$ cat config.mk
export PLATFORM = sky130hd
export DESIGN_NAME = mqpha_ctrl
export DESIGN_NICKNAME = d
export VERILOG_FILES = /design/src/rtl/mqpha_pkg.sv /design/src/rtl/mqpha_ctrl.sv
export SDC_FILE = /design/constraint.sdc
export NUM_CORES = 1
export LEC_CHECK = 0
export BUFFER_PORTS_ARGS = -buffer_cell sky130_fd_sc_hd__buf_2
export CAP_MARGIN = 20
export CORE_AREA = 4 4 41 43
export DETAILED_ROUTE_END_ITERATION = 10
export DIE_AREA = 0 0 45 47
export PLACE_DENSITY = 0.5
export REMOVE_ABC_BUFFERS = 1
export SLEW_MARGIN = 10
export SYNTH_ARGS = -nofsm -noshare
export SYNTH_HDL_FRONTEND = slang
export SYNTH_SLANG_ARGS = --single-unit
$ cat constraint.sdc
create_clock -name clock -period 1.5 [get_ports clock]
set_input_delay 0.075 -clock clock [delete_from_list [all_inputs] [get_ports clock]]
set_output_delay 0.075 -clock clock [all_outputs]
set_load 0.05 [all_outputs]
$ cat src/rtl/mqpha_pkg.sv
package mqpha_pkg;

   localparam int MaxLinesDefault  = 16;
   localparam int LineDepthDefault = 64;

   // arrival counter and served counter widths
   localparam int ArrivalW = 11;
   localparam int ServedW  = 10;
   localparam int CsrIdxW  = 4;
   localparam int CsrDataW = 16;

   // register indexes
   localparam logic [CsrIdxW-1:0] RegLinesInUse = 4'd0;
   localparam logic [CsrIdxW-1:0] RegTargetIdx  = 4'd1;

   localparam logic [4:0] LinesInUseReset = 5'd4;

   // result status codes
   localparam logic [1:0] StatusOk    = 2'd0;
   localparam logic [1:0] StatusFull  = 2'd1;
   localparam logic [1:0] StatusEmpty = 2'd2;

   localparam logic ModePush = 1'b0;

   typedef struct packed {
      logic        mode;
      logic [15:0] days;
      logic [15:0] urgency;
   } req_type;

   typedef struct packed {
      logic [1:0]  status;
      logic [4:0]  line;
      logic [15:0] served_days;
      logic [15:0] served_urgency;
      logic        is_target;
      logic [9:0]  order_number;
   } rsp_type;

   typedef enum logic [2:0] {
      ST_IDLE,
      ST_DIV,
      ST_SETSEL,
      ST_PUSH,
      ST_SCAN_RD,
      ST_SCAN_CMP,
      ST_SERVE,
      ST_POP
   } state_type;

   // controller to datapath
   typedef struct packed {
      logic accept;
      logic div_step;
      logic set_sel;
      logic push;
      logic scan_rd;
      logic scan_cmp;
      logic sel_best;
      logic pop;
      logic rsp_empty;
   } cmd_type;

   // datapath to controller
   typedef struct packed {
      logic div_done;
      logic scan_last;
      logic best_found;
      logic rsp_busy;
   } stat_type;

endpackage

$ cat src/rtl/mqpha_ctrl.sv
module mqpha_ctrl (
   input  logic                  clock,
   input  logic                  reset,
   input  logic                  req_valid,
   input  logic                  req_mode,
   output logic                  req_stall,
   input  mqpha_pkg::stat_type   stat,
   output mqpha_pkg::cmd_type    cmd
);

   mqpha_pkg::state_type state_ff, state_in;

   // state register
   always_ff @(posedge clock) begin
      if (reset) begin
         state_ff <= mqpha_pkg::ST_IDLE;
      end else begin
         state_ff <= state_in;
      end
   end

   // next state and commands
   always_comb begin
      state_in  = state_ff;
      cmd       = '0;
      req_stall = 1'b1;
      unique case (state_ff)
         mqpha_pkg::ST_IDLE: begin
            req_stall = 1'b0;
            if (req_valid) begin
               cmd.accept = 1'b1;
               state_in = (req_mode == mqpha_pkg::ModePush) ?
                          mqpha_pkg::ST_DIV : mqpha_pkg::ST_SCAN_RD;
            end
         end
         mqpha_pkg::ST_DIV: begin
            if (stat.div_done) begin
               state_in = mqpha_pkg::ST_SETSEL;
            end else begin
               cmd.div_step = 1'b1;
            end
         end
         mqpha_pkg::ST_SETSEL: begin
            cmd.set_sel = 1'b1;
            state_in = mqpha_pkg::ST_PUSH;
         end
         // hold until the result register can take the push result
         mqpha_pkg::ST_PUSH: begin
            if (!stat.rsp_busy) begin
               cmd.push = 1'b1;
               state_in = mqpha_pkg::ST_IDLE;
            end
         end
         mqpha_pkg::ST_SCAN_RD: begin
            cmd.scan_rd = 1'b1;
            state_in = mqpha_pkg::ST_SCAN_CMP;
         end
         mqpha_pkg::ST_SCAN_CMP: begin
            cmd.scan_cmp = 1'b1;
            state_in = stat.scan_last ? mqpha_pkg::ST_SERVE : mqpha_pkg::ST_SCAN_RD;
         end
         mqpha_pkg::ST_SERVE: begin
            if (stat.best_found) begin
               cmd.sel_best = 1'b1;
               state_in = mqpha_pkg::ST_POP;
            end else if (!stat.rsp_busy) begin
               cmd.rsp_empty = 1'b1;
               state_in = mqpha_pkg::ST_IDLE;
            end
         end
         // hold until the result register can take the served entry
         mqpha_pkg::ST_POP: begin
            if (!stat.rsp_busy) begin
               cmd.pop = 1'b1;
               state_in = mqpha_pkg::ST_IDLE;
            end
         end
         default: begin
            state_in = mqpha_pkg::ST_IDLE;
         end
      endcase
   end

endmodule

==> flow_summary.yaml <==
status:
  status: "finished clean"
synthesis:
  yosys-top-cells-count: "nand2_1, nor2_1, nor3_1"
  synthTopCellsByArea: "dfxtp_1, buf_6, nor3_1"
  synthFlopType: "dfxtp_1"
  syn_area_um2: 273
  async_flop_share: 0
  netlist.area_leader.share: 0.220
  synth_edf_count: 0
  avgSynthCellArea_um2: 7.58
  ys_warn_count: 0
  synth_cell_types: 20
  syn_inst: 36
  ys_ff_latch: 3
  yosysSeqAreaShare: 0.220
  synth_area_leader_cell: "dfxtp_1"
die:
  dieArea_um2: 2120
  fp.dieW_um: 45
  start_util: 0.210
  fp.dieH_um: 47
  row_count: 13
  io-pin-count: 18
  fp.coreArea_um2: 1300
pwr:
  clkPwrFrac: 0.238
  intPower_mw: 0.289
  pwr-share-seq: 0.233
  ir_worst_vdd_mv: 0.735
  leakagePower_nw: 0.189
  p_sw_mw: 0.296
  p_comb_frac: 0.529
  p_sw_frac: 0.506
  cellPowerDensity_nw_per_um2: 1520
detailed_routing:
  first_pass_iters: 2
  wl_per_cell_um: 11.2
  routed_wl_um: 782
  drt_iter0_markers: 5
  drc: 0
  ant_nets: 0
  vias: 322
  via_per_inst: 4.60
sta:
  fmax_mhz: 726
  worst_slew_pin_slew_ns: 0.305
  slew_headroom: 0.796
  hold_viol: 0
  rsz0062_at_grt: "no"
  fin_ws_ns: 0.122
  fin_crit_sh: 0.919
  finalSetupViolCount: 0
  finalMaxSlewViolations: 0
  finalClockSkew_ns: 0.00625
  period_needed_ns: 1.38
critical_path:
  start_kind: "register"
  crit_family: "flip-flops"
  critPathMaxStageDelay_ns: 0.48
  crit_type: "register to output pin"
  arrival_ns: 1.30
  path_max_fanout: 9
  crit_cells: 3
  cp-end-kind: "output pin"
  path_cells: "nand2_1 -> nor3_1 -> buf_2"
  reg2regPathDepth: 3
  crit_required_ns: 1.42
  critPathBufInv: 1
  slowest_stage: "dfxtp_1"
grt:
  antenna_found_initial: 0
  grt_pass1_vias: 291
  grt_max_degree: 15
  gr-usage-all-layers: 0.0828
  grt_pass1_wl_um: 1240
  grt.overflow.total: 0
finish:
  largest_reg_flops: 3
  antenna_cells: 0
  drive_above_1_share: 0.473
  utilization: 0.296
  area_delta_synth_final_pct: 41.3
  reg_top3: "state_ff x3"
  seq_area_um2: 62.6
  multi_input_area_um2: 179
  n_fill_cell: 165
  largest_register: "state_ff"
  nNetsFinal: 64
  stdcell_area_um2: 385
placed_design:
  dp_slack_ns: 0.188
  place_area_um2: 354
  hpwl_um: 597
  place_congestion: 0.790
  portBuffers: 17
clock_network:
  h-tree-depth: 1
  cts_buffers: 3
  clk_pin_slew_ns: 0.04
  cts_root_buf: "clkbuf_4"
  clock_latency_ns: 0.23
  cts_tree: "done"
  clkSinkCount: 3
  clockBufferDepth: 2
flow_run:
  maxCapViolCount: 0
min_path:
  holdPathStages: 2
  hp-class: "input pin to register"
## per-stage QoR
step	std cells	setup TNS, ns	power [mW]	hold slack [ns]
after CTS	70	0	0.590	0.0399
after global routing	70	0	0.633	0.0304
after global placement	66	0	0.440	0.295
final	70	0	0.585	0.0401
after detailed placement	66	0	0.439	0.290
after floorplan	34	-1.13	0.366	0.144
## per-layer routing
metal / up-vias / track usage / wire length (um)
li1: 170 / - / -
met5: - / 0 / 0
met4: 0 / 0.0702 / 0
met1: 141 / 0.102 / 372
met3: 0 / 0.0230 / 56
met2: 11 / 0.119 / 352
## placed cells by master, fill, tap and decap left out, drive strengths merged, types with 2 or more instances in the layout
master   n
nor3     4
and3     2
clkbuf   4
dfxtp    3
buf     17
nand2    5
nor2     5
inv      3
## logic make-up after synthesis
group	Yosys count	share of synthesized area
AO/OA/AOI/OAI	8	0.289
buffers and inverters	5	0.124
flip-flops	3	0.220
AND/OR/NAND/NOR	20	0.367
## worst paths after layout
| kind | start | endpoint | slack [ns] |
|---|---|---|---|
| max | state_ff[2] | cmd[0] | 0.12 |
| min | reset | state_ff[1] | 0.04 |
| max reg2reg | state_ff[1] | state_ff[0] | 0.31 |
| min reg2reg | state_ff[1] | state_ff[1] | 0.59 |
## final cells by class
type | instances | area share
inverter | 3 | 0.0292
timing repair buffer | 17 | 0.227
tap | 15 | 0.0487
clock buffer | 4 | 0.0682
multi-input combinational | 28 | 0.464
sequential | 3 | 0.162
## power by group through the flow
| stage | clock network, mW | logic, mW | registers [mW] |
|---|---|---|---|
| CTS | 0.147 | 0.310 | 0.132 |
| global placement | 0 | 0.307 | 0.133 |
| detailed placement | 0 | 0.306 | 0.133 |
| global route | 0.159 | 0.334 | 0.140 |
| finish | 0.139 | 0.310 | 0.136 |
| floorplan | 0 | 0.242 | 0.123 |
## timing repair
action | in CTS | in global routing
endpoints found under the setup margin | 1 | 7
hold buffers | 0 | 0
pin swaps | 0 | 0
hold endpoints to repair | 0 | 0
buffers inserted | 0 | 0
gates resized for setup | 1 | 3
No activity file was read; power rests on OpenSTA's default activity.
